<file path="config.mk">
export PLATFORM = sky130hd
export DESIGN_NAME = ncd_ram
export DESIGN_NICKNAME = d
export VERILOG_FILES = /design/src/hw/rtl/ncd_ram.sv
export SDC_FILE = /design/constraint.sdc
export NUM_CORES = 1
export LEC_CHECK = 0
export ABC_AREA = 0
export BUFFER_PORTS_ARGS = -buffer_cell sky130_fd_sc_hd__buf_2
export CAP_MARGIN = 20
export CORE_ASPECT_RATIO = 0.6
export CORE_MARGIN = 2
export CORE_UTILIZATION = 40
export CTS_CLUSTER_DIAMETER = 50
export CTS_CLUSTER_SIZE = 24
export DETAILED_ROUTE_END_ITERATION = 8
export GPL_ROUTABILITY_DRIVEN = 0
export GPL_TIMING_DRIVEN = 1
export SLEW_MARGIN = 10
export SYNTH_ARGS = -nofsm -noshare
export SYNTH_HDL_FRONTEND = slang
export SYNTH_SLANG_ARGS = --single-unit
export TNS_END_PERCENT = 100
</file>
<file path="constraint.sdc">
create_clock -name clock -period 7.25 [get_ports clock]
set_clock_uncertainty 0.15 [all_clocks]
set_input_delay 1.0875 -clock clock [delete_from_list [all_inputs] [get_ports clock]]
set_output_delay 1.0875 -clock clock [all_outputs]
set_load 0.1 [all_outputs]
</file>
<file path="src/hw/rtl/ncd_ram.sv">
// ----------------------------------------------------------------------------
// ncd_ram
// generic single port write, single port read ram with registered read data
// ----------------------------------------------------------------------------
module ncd_ram #(
   parameter int Width = 32,
   parameter int Depth = 16
) (
   input  logic                     clock,
   input  logic                     wr_en,
   input  logic [$clog2(Depth)-1:0] wr_addr,
   input  logic [Width-1:0]         wr_data,
   input  logic [$clog2(Depth)-1:0] rd_addr,
   output logic [Width-1:0]         rd_data
);

   logic [Width-1:0] mem_ff [Depth];
   logic [Width-1:0] rd_data_ff;

   // write port and registered read
   always_ff @(posedge clock) begin
      if (wr_en) begin
         mem_ff[wr_addr] <= wr_data;
      end
      rd_data_ff <= mem_ff[rd_addr];
   end

   assign rd_data = rd_data_ff;

endmodule

</file>
==> qor.txt <==
CTS Root Cell = clkbuf_16
Synth Instances = 838
Avg WL per Cell = 26.2 um
flop2flop setup slack = 5750 ps
total track usage = 0.163
crit path launch type = input pin
Pwr Density = 266 nW/um^2
P_leak = 6.94 nW
DR pass1 iterations = 5
top cells by area, synth = edfxtp_1 (77%), mux4_2 (15%), dfxtp_1 (3.2%), a22oi_1 (2.4%), nand2_1 (0.62%)
Final min period = 3020 ps
logic gate share of total power = 0.076
CTS sink cnt = 544
Max Slew Vio Count = 0
R2R depth = 3
reg2reg start = mem_ff[3][5]$_DFFE_PP_
NetSw = 1.35 mW
Peak VDD IR = 0.176 mV
Detailed Route WL = 41800 um
Hold EP = rd_data[21]$_DFF_P_
critical path's slowest cell = buf_4
clk buf depth = 3
Residual DRC = 0
CTS Hold Buffers Added = 0
grt ovf = 0
Final Non-Filler Cells = 1597
pre-CTS setup slack = 3530 ps
final hold violations = 0
initial DRC count = 779
core region area = 49200 sq um
TritonCTS clock tree = built
vias in the first global route = 9004
Final Power = 5.89 mW
area share of the largest cell type after synthesis = 0.774
Max Clk Rate = 332 MHz
Initial Util = 0.404
share of cells above drive strength 1 = 0.310
Die X = 292 um
Die ar. = 51500 sq um
required time worst endpoint = 7570 ps
P&R area growth vs syn = 11.6%
Tcrit/Tclk final = 0.416
RR Endpoint = rd_data[5]$_DFF_P_
placed cell count = 1542
# setup viols final = 0
H-tree level count = 1
max_cap viols = 0
vias per cell = 5.45
post-synth cell types = 18
setup ws final = 4230 ps
worst min path class = reg -> reg
design area = 22200 sq um
worst setup path category = in -> reg
syn avg cell area = 23.7 sq um
first-pass GRT wire length = 61300 um
Worst Path Arrival = 3340 ps
port bufs = 73
die boundary height = 177 um
setup_tns = 0 ps
worst hold slack = 523 ps
Slew @ Worst Pin = 780 ps
Hold Startpoint = mem_ff[14][21]$_DFFE_PP_
P_int = 4.54 mW
Hold Path Depth = 3
Slew HR = 0.479
RSZ-0062 raised after global routing = no
critical path fanouts, max = 56
status = complete, no violations
Detailed Place HPWL = 20300 um
Worst-Skew Late Latency = 580 ps
Fillers = 4132
Clock transition at path regs = 90 ps
Final Core Density = 0.450
Synth Register Bits = 544
Syn. warnings = 0
post-CTS setup buffer count = 0
placed cell area = 21100 sq um
critical path's largest stage delay = 730 ps
Critical Path End Type = flip-flop
sw frac = 0.229
number of routed nets with antenna violations = 0
Inserted Clock Buffers = 30
via count = 8706
IO Count = 74
Clock Power Share = 0.324
post-CTS resize count = 0
initial antenna violation count = 2
Nets = 966
biggest area consumer among synthesized cells = edfxtp_1
post-synthesis sequential area ratio = 0.807
Top delay family on crit path = buffers and inverters
syn nets = 880
# rows = 63
Synth Cell Area = 19900 sq um
Cell Chain, Critical Path = clkbuf_8 -> buf_4 -> mux4_2 -> a22oi_1 -> nand2_1
CP Buf/Inv Count = 2
largest net degree at the start of global routing = 57
sequential share of power = 0.600
flip-flops by register name (all words and copies together), names as in the netlist:
signal	count
rd_data	32
mem_ff	512
worst max-delay path by stage:
stage                    start                      to  slack (ps)  cells past startpoint
floorplan           wr_addr[2]  mem_ff[0][0]$_DFFE_PP_        2830                      2
global placement    rd_addr[0]     rd_data[14]$_DFF_P_        3520                      5
detailed placement  rd_addr[0]     rd_data[14]$_DFF_P_        3530                      5
CTS                 rd_addr[0]     rd_data[14]$_DFF_P_        4150                      5
global route        rd_addr[0]     rd_data[14]$_DFF_P_        4010                      5
finish              rd_addr[0]     rd_data[14]$_DFF_P_        4230                      5
power by group through the flow:
stage          sequential (mW)  combinational, mW  clock (mW)
2_1_floorplan             3.75              0.169           0
3_3_place_gp              3.60              0.451           0
3_5_place_dp              3.61              0.455           0
4_1_cts                   3.53              0.456        1.95
5_1_grt                   3.54              0.475        2.06
6_report                  3.53              0.449        1.91
final cells by class:
class	instances	area, sq um	area share
clock buffer	40	830	0.0374
clock inverter	14	184	0.00830
antenna	1	2.50	0.000113
sequential	544	16000	0.723
timing repair buffer	97	557	0.0251
tap	650	813	0.0367
multi-input combinational	251	3750	0.169
worst min-delay path, cell delays in order, from the launching register on:
cell      delay [ps]
edfxtp_1         330
mux4_2           220
a22oi_1           50
nand2_1           50
cell usage in the layout (no fill, tap or decap):
master	n
buf_4	25
nand3b_1	2
clkinv_4	1
clkinv_2	2
bufinv_16	2
buf_2	71
clkbuf_16	31
nand2b_1	2
or3b_2	1
mux4_2	128
nand2_1	33
clkinvlp_4	1
clkinv_8	3
nor2_4	13
nor3_2	4
and2_2	1
a22oi_1	64
inv_8	2
clkbuf_8	3
dfxtp_1	32
inv_6	3
nand3_1	1
edfxtp_1	512
clkbuf_1	7
nor2b_4	2
diode_2	1
cells by family (layout without fill, tap and decap cells):
group / Yosys count / count (layout) / synth area share
simple gates: 59 / 59 / 0.0127
mux: 128 / 128 / 0.145
other cells: 0 / 1 / 0
compound gates: 64 / 64 / 0.0242
flops: 544 / 544 / 0.807
buf+inv: 43 / 151 / 0.0112
Yosys cell counts, drive strengths merged:
| master | count |
|---|---|
| a22oi | 64 |
| and2 | 1 |
| buf | 26 |
| clkbuf | 17 |
| dfxtp | 32 |
| edfxtp | 512 |
| mux4 | 128 |
| nand2 | 33 |
| nand2b | 2 |
| nand3 | 1 |
| nand3b | 2 |
| nor2 | 13 |
| nor2b | 2 |
| nor3 | 4 |
| or3b | 1 |
per-layer routing:
metal	vias up	part of all wire	wire length, um	global-route usage
met5	-	0.00029	12	0
met4	2	0.011	474	0.0230
met3	36	0.055	2290	0.0291
met2	243	0.49	20300	0.271
met1	4696	0.45	18700	0.233
li1	3729	-	-	-
(Power assumes the default switching activity.)
