<file path="config.mk">
export PLATFORM = sky130hd
export DESIGN_NAME = ncd_isqrt
export DESIGN_NICKNAME = d
export VERILOG_FILES = /design/src/hw/rtl/ncd_isqrt.sv
export SDC_FILE = /design/constraint.sdc
export NUM_CORES = 1
export LEC_CHECK = 0
export ABC_CLOCK_PERIOD_IN_PS = 8820
export BUFFER_PORTS_ARGS = -buffer_cell sky130_fd_sc_hd__buf_2
export CAP_MARGIN = 0
export CORE_UTILIZATION = 45
export CTS_BUF_LIST = sky130_fd_sc_hd__clkbuf_16
export CTS_CLUSTER_DIAMETER = 120
export DETAILED_ROUTE_END_ITERATION = 10
export GPL_ROUTABILITY_DRIVEN = 1
export PLACE_DENSITY = 0.58
export RECOVER_POWER = 25
export SYNTH_ARGS = -nofsm -noshare
export SYNTH_HDL_FRONTEND = slang
export SYNTH_SLANG_ARGS = --single-unit
</file>
<file path="constraint.sdc">
create_clock -name clock -period 8.82 [get_ports clock]
set_clock_uncertainty 0.1 [all_clocks]
set_input_delay 0.441 -clock clock [delete_from_list [all_inputs] [get_ports clock]]
set_output_delay 0.441 -clock clock [all_outputs]
set_load 0.01 [all_outputs]
</file>
<file path="src/hw/rtl/ncd_isqrt.sv">
// ----------------------------------------------------------------------------
// ncd_isqrt
// iterative floor square root of a 66 bit value, one result bit per cycle
// ----------------------------------------------------------------------------
module ncd_isqrt (
   input  logic        clock,
   input  logic        reset,
   input  logic        start,
   input  logic [65:0] radicand,
   output logic        done,
   output logic [32:0] root
);

   logic [65:0] rem_ff, rem_in;
   logic [32:0] root_ff, root_in;
   logic [5:0]  step_ff, step_in;
   logic        run_ff, run_in;
   logic        done_ff, done_in;
   logic [67:0] trial;
   logic [67:0] cur;

   // restoring digit recurrence over the top two remaining bits
   always_comb begin
      rem_in  = rem_ff;
      root_in = root_ff;
      step_in = step_ff;
      run_in  = run_ff;
      done_in = 1'b0;
      cur     = '0;
      trial   = '0;
      if (start) begin
         rem_in  = radicand;
         root_in = '0;
         step_in = 6'd33;
         run_in  = 1'b1;
      end else if (run_ff) begin
         cur   = {2'b00, rem_ff} >> (2 * (step_ff - 6'd1));
         trial = {33'd0, root_ff, 2'b01};
         if (cur[35:0] >= trial[35:0] && cur[67:36] == '0) begin
            rem_in  = rem_ff - (trial[65:0] << (2 * (step_ff - 6'd1)));
            root_in = {root_ff[31:0], 1'b1};
         end else begin
            root_in = {root_ff[31:0], 1'b0};
         end
         step_in = step_ff - 6'd1;
         if (step_ff == 6'd1) begin
            run_in  = 1'b0;
            done_in = 1'b1;
         end
      end
   end

   always_ff @(posedge clock) begin
      if (reset) begin
         run_ff  <= 1'b0;
         done_ff <= 1'b0;
         step_ff <= '0;
      end else begin
         run_ff  <= run_in;
         done_ff <= done_in;
         step_ff <= step_in;
      end
      rem_ff  <= rem_in;
      root_ff <= root_in;
   end

   assign done = done_ff;
   assign root = root_ff;

endmodule

</file>
==> flow_summary.toml, run 1 <==
[global_route]
grt_pass1_vias = 14300
grt_overflow_total = 0
grt_max_degree = 121
antenna_found_initial = 1
track_usage_pct = 35.5
grt_first_pass_wirelength_um = 89500

[clock_tree]
cts_tree = "built"
postCtsSetupBuffers = 0
clock_path_buffers = 2
insertion_delay_ps = 410
cts_root_buf = "clkbuf_16"
ctsResizeCount = 0
htree_levels = 3
cts_sinks = 107
clkTransAtPathRegs_ps = 90
cts_hold_buf = 0
cts_buffers = 9

[yosys]
synth-async-reset-ratio_pct = 0
synth.cell_area_um2 = 14800
synth_ff_type = "edfxtp_1"
netlist_instances = 1955
synth_area_leaders = "edfxtp_1 13%, ha_1 8.4%, nand2_1 8.2%, mux2i_1 7.3%, mux4_2 6.7%"
synth.largest_area_cell = "edfxtp_1"
syn_nets = 2124
synth_cell_types = 87
synth_top_area_share_pct = 13.4
synth_seq_area_share_pct = 18.9
synth_edf_count = 66
syn_avg_cell_area_um2 = 7.59
ys_ff_latch = 107
synth_warnings = 0

[die]
io_pins = 103
die-area_um2 = 33700
start_util_pct = 45.7
die_w_um = 184
rows = 66
coreArea_um2 = 32500
die_h_um = 184

[sta]
hold-worst-slack_ps = 203
rsz0062_at_grt = "false"
tightest_slew_ps = 2950
setup_tns_ps = 0
setup_ws_ps = 1710
relSlewSlack_pct = -96.5
report.final.slew_viol_count = 44
finalHoldViolCount = 0
final_period_minus_worst_setup_slack_ps = 7110
finalSetupViolCount = 0
fin_crit_sh_pct = 80.6
clock.fmax_mhz = 141

[placed_design]
placedCellCount = 2373
gp_congestion = 0.994
io_buffers = 102
postPlaceCellArea_um2 = 15500
dpl.hpwl_um = 45600
dp_slack_ps = 1930

[critical_path]
critPathLaunchType = "flop"
crit_arrival_ps = 7170
worstPathRequired_ps = 8880
critPathMaxFanout = 57
crit_type = "flop to flop"
critPathCaptureType = "flop"

[detailed_routing]
dr.pass1.iters = 5
via_per_inst = 6.41
drc = 0
finalWirelength_um = 59500
dr_wl_met2_um = 25000
wl_per_cell_um = 24.9
top_layer_used = "met4"
wl_met3_um = 5110
vias = 15300
drtIter0Drc = 1728
met1Wirelength_um = 26800
antenna_left = 0

[status]
status = "finished, violations left"
violations = "capacitance limit, slew limit"

[finish]
nNetsFinal = 2111
fillerInstances = 3407
num_antenna_cells = 0
fin_cells = 2389
final_cell_area_um2 = 15800
syn2layout_area_growth_pct = 6.53
drive_gt1_share_pct = 11.0

[pwr]
p_leak_nw = 6.19
peakVddDrop_mv = 0.163
p_per_area_nw_per_um2 = 287

[job]
maxCapViolCount = 1

[min_path]
hold_path_class = "input port to flop"
## critical path, cell delays in order, from the launching register on
cell,delay (ps)
dfxtp_4,360
inv_1,270
ha_4,340
nand2_1,70
buf_4,460
and3_1,250
buf_4,330
nand2_1,330
nor2_1,760
nand2_1,230
ha_1,430
and3_1,250
and3_1,190
a311oi_2,100
buf_4,190
a211oi_1,550
o311ai_1,190
a211oi_1,720
o21ai_0,260
a21o_1,210
a31o_2,220
## synth_stat cells (all sizes together), types with 34 or more instances
library cell,instances
a211oi,44
a21o,68
a21oi,141
and2,43
buf,77
clkbuf,71
dfxtp,41
edfxtp,66
ha,100
inv,53
mux2i,110
mux4,45
nand2,324
nand3,54
nor2,188
nor3,34
o21ai,142
xor2,37
## registers in the layout, indices dropped and copies added, names as in the netlist
signal,flops
run_ff,1
step_ff,6
root,33
done,1
rem_ff,66
## logic make-up (layout without fill, tap and decap cells)
kind of cell	count (synthesis)	after routing	synth area share, %
AO/OA/AOI/OAI	562	562	24.6
XOR/XNOR	66	66	4.00
adder cells (fa/ha/maj)	100	100	8.43
buffers and inverters	202	194	5.95
flip-flops	107	107	18.9
multiplexers	176	176	15.9
AND/OR/NAND/NOR	742	742	22.2
## layout by cell type, fill, tap and decap left out, types with 7 or more instances in the layout
cell and instances:
a211oi_1 42, a21boi_0 7, a21o_1 68, a21oi_1 138, a22oi_1 15, a31oi_1 15, and2_1 43, and3_1 24
buf_2 70, buf_4 18, clkbuf_1 32, clkbuf_16 9, dfxtp_1 39, edfxtp_1 66, ha_1 99, inv_1 53
mux2_2 21, mux2i_1 108, mux4_2 44, nand2_1 323, nand2b_1 18, nand3_1 54, nand4_1 19, nor2_1 187
nor2b_1 9, nor3_1 33, nor4_1 7, o211ai_1 28, o21ai_0 137, o22ai_1 17, o31ai_1 7, xnor2_1 25
xor2_1 35
## path summary, 6_finish.rpt
path / cells past startpoint / slack, ps / startpoint / end
worst min register to register: 2 / 460 / step_ff[1] / step_ff[1]
worst max register to register: 20 / 1710 / step_ff[0] / rem_ff[59]
worst max-delay path: 20 / 1710 / step_ff[0] / rem_ff[59]
worst min-delay path: 3 / 200 / radicand[56] / rem_ff[56]
## power breakdown
part / switching, mW / internal [mW] / leakage (nW)
Clock: 0.247 / 0.207 / 0.153
Sequential: 0.241 / 0.740 / 0.993
Combinational: 1.90 / 1.20 / 5.05
Total: 2.39 / 2.15 / 6.19
## cell type report
type	count	area, µm²	share of cell area (%)
clock buffers	9	225	1.42
clock inverters	7	88.8	0.562
inverters	54	203	1.28
multi-input cells	1646	11200	71.1
flip-flops and latches	107	2810	17.8
well taps	442	553	3.50
repair buffers	124	686	4.34
## stage by stage
step	total power, mW	utilization, %
finish	4.53	48.7
global placement	4.00	47.9
detailed placement	3.99	47.9
global route	4.85	48.7
CTS	4.46	48.9
floorplan	3.13	-
## layer usage
layer  GRT usage [%]  up-vias
met2            52.0      723
met5               0        -
met3            6.97      125
met1            50.1     7345
met4            15.9        0
li1                -     7123
(Power assumes the default switching activity.)
==> run 2: changes to the inputs <==
--- a/config.mk
+++ b/config.mk
@@ -5,7 +5,7 @@
 export SDC_FILE = /design/constraint.sdc
 export NUM_CORES = 1
 export LEC_CHECK = 0
-export ABC_CLOCK_PERIOD_IN_PS = 8820
+export ABC_CLOCK_PERIOD_IN_PS = 6900
 export BUFFER_PORTS_ARGS = -buffer_cell sky130_fd_sc_hd__buf_2
 export CAP_MARGIN = 0
 export CORE_UTILIZATION = 45
==> constraint.sdc (replaced) <==
create_clock -name clock -period 6.9 [get_ports clock]
set_clock_uncertainty 0.1 [all_clocks]
set_input_delay 0.345 -clock clock [delete_from_list [all_inputs] [get_ports clock]]
set_output_delay 0.345 -clock clock [all_outputs]
set_load 0.01 [all_outputs]
==> run 2 against run 1 <==
Effect of this change: the flow still finishes with violations (capacitance limit, slew limit); worst setup slack lost 1200 ps; largest cell class unchanged; via count grew 0.94%; clock power grew 24%; fmax grew 11%; count of clock-buffer cells in the layout is the same; combinational power grew 31%; critical path type unchanged; cell area grew 1.9%; first-iteration DRC count shrank 3.1%; die area is the same.
==> flow_summary.toml, run 2 (synthesized netlist as in run 1, its figures left out) <==
[status]
status = "finished, violations left"
violations = "capacitance limit, slew limit"

[finish]
largest_reg_flops = 66
fin_cells = 2425
top_register = "rem_ff"
fin_util_pct = 49.7
fillerInstances = 3345
num_antenna_cells = 0
syn2layout_area_growth_pct = 8.60
mostFrequentLayoutCells = "323 x nand2_1, 188 x nor2_1, 138 x a21oi_1"
nNetsFinal = 2147
drive_gt1_share_pct = 12.9
final_cell_area_um2 = 16100
final_common_cell = "nand2_1"

[global_route]
use_met2_pct = 53.0
grt_max_degree = 102
grt_first_pass_wirelength_um = 91000
track_usage_pct = 36.3
antenna_found_initial = 1
grt_pass1_vias = 14200
met1_usage_pct = 52.6
grt_util_met3_pct = 5.57
busiest_layer = "met2"
grt_overflow_total = 0

[clock_tree]
cts_buffers = 9
insertion_delay_ps = 400
clkTransAtPathRegs_ps = 90
postCtsSetupBuffers = 0
cts_root_buf = "clkbuf_16"
cts_sinks = 107
clock_path_buffers = 2
cts_tree = "built"
htree_levels = 3
cts_hold_buf = 0

[pwr]
peakVddDrop_mv = 0.275
p_leak_nw = 6.40
total_power_mw = 5.86
p_per_area_nw_per_um2 = 364

[sta]
relSlewSlack_pct = -94.5
setup_ws_ps = 492
setup_tns_ps = 0
fin_crit_sh_pct = 92.9
rsz0062_at_grt = "false"
hold-worst-slack_ps = 105
tightest_slew_ps = 2920
final_period_minus_worst_setup_slack_ps = 6410
finalSetupViolCount = 0
clock.fmax_mhz = 156
report.final.slew_viol_count = 44
finalHoldViolCount = 0

[die]
coreArea_um2 = 32500
rows = 66
die-area_um2 = 33700
start_util_pct = 45.7
io_pins = 103
die_h_um = 184
die_w_um = 184

[detailed_routing]
dr.pass1.iters = 8
drc = 0
vias = 15500
via_per_inst = 6.38
drtIter0Drc = 1674
wl_per_cell_um = 25.1
finalWirelength_um = 60900
antenna_left = 0

[placed_design]
gp_congestion = 1.00
placedCellCount = 2409
dp_slack_ps = 306
dpl.hpwl_um = 47700
io_buffers = 102
postPlaceCellArea_um2 = 15800

[critical_path]
critPathMaxFanout = 34
crit_type = "flop to flop"
worstPathRequired_ps = 6960
critPathMaxStageDelay_ps = 720
crit_arrival_ps = 6470
critPathLaunchType = "flop"
slowest_stage = "dfxtp_4"
crit_start = "step_ff[0]"
critPathCaptureType = "flop"
crit_chain = "inv_1 -> ha_4 -> clkinv_1 -> buf_4 -> o211a_1 -> a211oi_1 -> mux2i_1 -> nand2_1 -> o21ai_0 -> o21ai_0 -> nand2_1 -> ha_1 -> nand4_1 -> nor2_1 -> nand2_1 -> a211oi_2 -> o311ai_1 -> a211oi_1 -> buf_4 -> o21ai_0 -> a21o_1 -> a31o_2"
timing.rr.start = "step_ff[0]"

[min_path]
worstHoldStart = "radicand[51]"
hold_path_class = "input port to flop"

[job]
maxCapViolCount = 1
-- run 2: cell count changes in the layout (fill, tap and decap cells not counted), sizes merged --
cell / change
buf: +41
inv: -1
clkbuf: -5
clkinv: +1
-- run 2: report_power, final --
part,internal (mW),switching [mW]
clock,0.259,0.305
combinational,1.59,2.46
sequential,0.945,0.308
-- run 2: metal layers --
metal / up-vias / routed length [µm]
met5: - / 0
met4: 0 / 2590
met3: 110 / 4960
met2: 773 / 25700
met1: 7362 / 27600
li1: 7215 / -
-- run 2: repair_timing --
| item | CTS | global route |
|---|---|---|
| gates resized for setup | 0 | 1 |
| setup endpoints to repair | 0 | 2 |
| endpoints found under the hold margin | 0 | 0 |
-- run 2: worst max-delay path, delay by kind of cell, from the launching register on --
| kind | cells | cell delay, ps |
|---|---|---|
| AO/OA/AOI/OAI | 10 | 2600 |
| buffers and inverters | 4 | 950 |
| adder cells (fa/ha/maj) | 2 | 800 |
| AND/OR/NAND/NOR | 5 | 740 |
| flip-flops | 1 | 720 |
| multiplexers | 1 | 230 |
-- run 2: cell type report --
cell class,instances,area (µm²),area share [%]
Sequential cell,107,2810,17.4
Multi-Input combinational cell,1646,11300,69.8
Tap cell,442,553,3.43
Inverter,54,203,1.26
Clock buffer,9,225,1.40
Timing Repair Buffer,160,1000,6.20
Clock inverter,7,78.8,0.489
-- run 2: worst paths after layout --
path	end	slack [ps]	cells after the start
worst max-delay path	rem_ff[59]	490	22
worst min-delay path	rem_ff[51]	110	3
worst max register to register	rem_ff[59]	490	22
worst min register to register	root[25]	510	2
==> run 3: changes to the inputs <==
--- a/config.mk
+++ b/config.mk
@@ -14,7 +14,6 @@
 export DETAILED_ROUTE_END_ITERATION = 10
 export GPL_ROUTABILITY_DRIVEN = 1
 export PLACE_DENSITY = 0.58
-export RECOVER_POWER = 25
 export SYNTH_ARGS = -nofsm -noshare
 export SYNTH_HDL_FRONTEND = slang
 export SYNTH_SLANG_ARGS = --single-unit
==> run 3 against run 2 <==
Effect of this change: the run now ends clean; combinational power about the same; power is essentially flat; flip-flop and latch count did not move; clock power about the same; cell count unchanged; wire length down 0.12%; die area did not move; largest cell class unchanged.
==> flow_summary.toml, run 3 (synthesized netlist as in run 1, its figures left out) <==
[sta]
finalSetupViolCount = 0
relSlewSlack_pct = 42.9
finalHoldViolCount = 0
setup_tns_ps = 0
tightest_slew_ps = 856
report.final.slew_viol_count = 0
fin_crit_sh_pct = 94.2
rsz0062_at_grt = "false"
clock.fmax_mhz = 154
final_period_minus_worst_setup_slack_ps = 6500

[critical_path]
r2r_slack_ps = 400
worstPathRequired_ps = 6960
critPathMaxFanout = 34
r2r_cells = 22
critPathMaxStageDelay_ps = 720
critPathCaptureType = "flop"
crit_type = "flop to flop"
timing.rr.start = "step_ff[0]"
worst-path-buf-inv = 4
crit_arrival_ps = 6560
slowest_stage = "dfxtp_4"
critPathLaunchType = "flop"
crit_chain = "inv_1 -> ha_4 -> clkinv_1 -> buf_4 -> o211a_1 -> a211oi_1 -> mux2i_1 -> nand2_1 -> o21ai_0 -> o21ai_0 -> nand2_1 -> ha_1 -> nand4_1 -> nor2_1 -> nand2_1 -> a211oi_2 -> o311ai_1 -> a211oi_1 -> buf_4 -> o21ai_0 -> a21o_1 -> a31o_2"
critical-path-top-delay-family = "compound AO/OA/AOI/OAI gates"
regToRegEndpoint = "rem_ff[59]"

[global_route]
antenna_found_initial = 1
grt_max_degree = 102
track_usage_pct = 36.3
grt_overflow_total = 0
grt_first_pass_wirelength_um = 91000
grt_pass1_vias = 14200

[pwr]
seq_power_share_pct = 21.4
power_frac_clock_pct = 9.6
peakVddDrop_mv = 0.275
p_comb_share_pct = 69.0
p_int_mw = 2.79
p_sw_share_pct = 52.4
p_sw_mw = 3.07
p_leak_nw = 6.52
p_per_area_nw_per_um2 = 363

[min_path]
holdPathStages = 3
whs_endpoint = "rem_ff[51]"
worstHoldStart = "radicand[51]"
hold_path_class = "input port to flop"

[die]
rows = 66
die_w_um = 184
io_pins = 103
die-area_um2 = 33700
die_h_um = 184
start_util_pct = 45.7
coreArea_um2 = 32500

[finish]
syn2layout_area_growth_pct = 8.84
final_cell_area_um2 = 16200
nNetsFinal = 2147
final_common_cell = "nand2_1"
top_register = "rem_ff"
fillerInstances = 3327
num_antenna_cells = 0
mostFrequentLayoutCells = "323 x nand2_1, 188 x nor2_1, 138 x a21oi_1"
largest_reg_flops = 66
multiInputGateArea_um2 = 11300
seq_area_um2 = 2810
drive_gt1_share_pct = 14.2

[placed_design]
dpl.hpwl_um = 47700
gp_congestion = 1.00
postPlaceCellArea_um2 = 15800
io_buffers = 102

[clock_tree]
cts_root_buf = "clkbuf_16"
cts_hold_buf = 0
postCtsSetupBuffers = 0
ctsResizeCount = 0
htree_levels = 3
clock_path_buffers = 2
cts_tree = "built"
cts_buffers = 9
cts_sinks = 107
clkTransAtPathRegs_ps = 90
insertion_delay_ps = 400

[detailed_routing]
drtIter0Drc = 1677
via_per_inst = 6.37
drc = 0
vias = 15400
wl_per_cell_um = 25.1
dr.pass1.iters = 6
antenna_left = 0
finalWirelength_um = 60900

[status]
status = "finished clean"

[job]
maxCapViolCount = 0
## run 3: cell types whose count changed in the layout (fill, tap and decap cells not counted), sizes merged
cell / previous run / this run
buf: 133 / 160
clkbuf: 36 / 9
## run 3: power by group through the flow
| stage | Clock, mW | Combinational, mW | Sequential [mW] |
|---|---|---|---|
| 5_1_grt | 0.592 | 4.41 | 1.27 |
| 3_3_place_gp | 0 | 3.92 | 1.25 |
| 4_1_cts | 0.580 | 3.95 | 1.24 |
| 2_1_floorplan | 0 | 2.92 | 1.08 |
| 3_5_place_dp | 0 | 3.93 | 1.25 |
| 6_report | 0.562 | 4.05 | 1.25 |
## run 3: through the flow
stage	worst slack [ps]	hold slack, ps	cells	power [mW]	util [%]
after floorplan	426	410	1955	4.00	-
after global placement	279	480	2409	5.17	48.8
after detailed placement	306	501	2409	5.18	48.8
after CTS	283	91.3	2425	5.77	49.8
after global routing	113	125	2425	6.27	49.8
final	403	101	2425	5.86	49.8
## run 3: worst register-to-register path: stages, from the launching register on
cell	delay [ps]
dfxtp_4	720
inv_1	190
ha_4	320
clkinv_1	310
buf_4	290
o211a_1	130
a211oi_1	470
mux2i_1	230
nand2_1	110
o21ai_0	70
o21ai_0	320
nand2_1	120
ha_1	470
nand4_1	200
nor2_1	180
nand2_1	150
a211oi_2	490
o311ai_1	180
a211oi_1	390
buf_4	210
o21ai_0	180
a21o_1	210
a31o_2	220
## run 3: final cells by class
type,count,share of cell area [%]
clock inverters,7,0.488
well taps,442,3.42
clock buffers,9,1.39
repair buffers,160,6.41
multi-input cells,1646,69.6
flip-flops and latches,107,17.4
inverters,54,1.25
## run 3: worst max path at each step
stage	endpoint	cells past startpoint	from	slack, ps
after floorplan	rem_ff[0]	25	step_ff[0]	430
after global placement	rem_ff[59]	22	step_ff[0]	280
after detailed placement	rem_ff[59]	22	step_ff[0]	310
after CTS	rem_ff[59]	22	step_ff[0]	280
after global routing	rem_ff[58]	21	step_ff[0]	110
final	rem_ff[59]	22	step_ff[0]	400
## run 3: per-layer routing
layer / GRT usage [%] / vias up / wire [µm]
met4: 15.8 / 0 / 2600
met3: 5.57 / 110 / 4850
met2: 53.0 / 761 / 25700
li1: - / 7220 / -
met5: 0 / - / 0
met1: 52.6 / 7357 / 27700
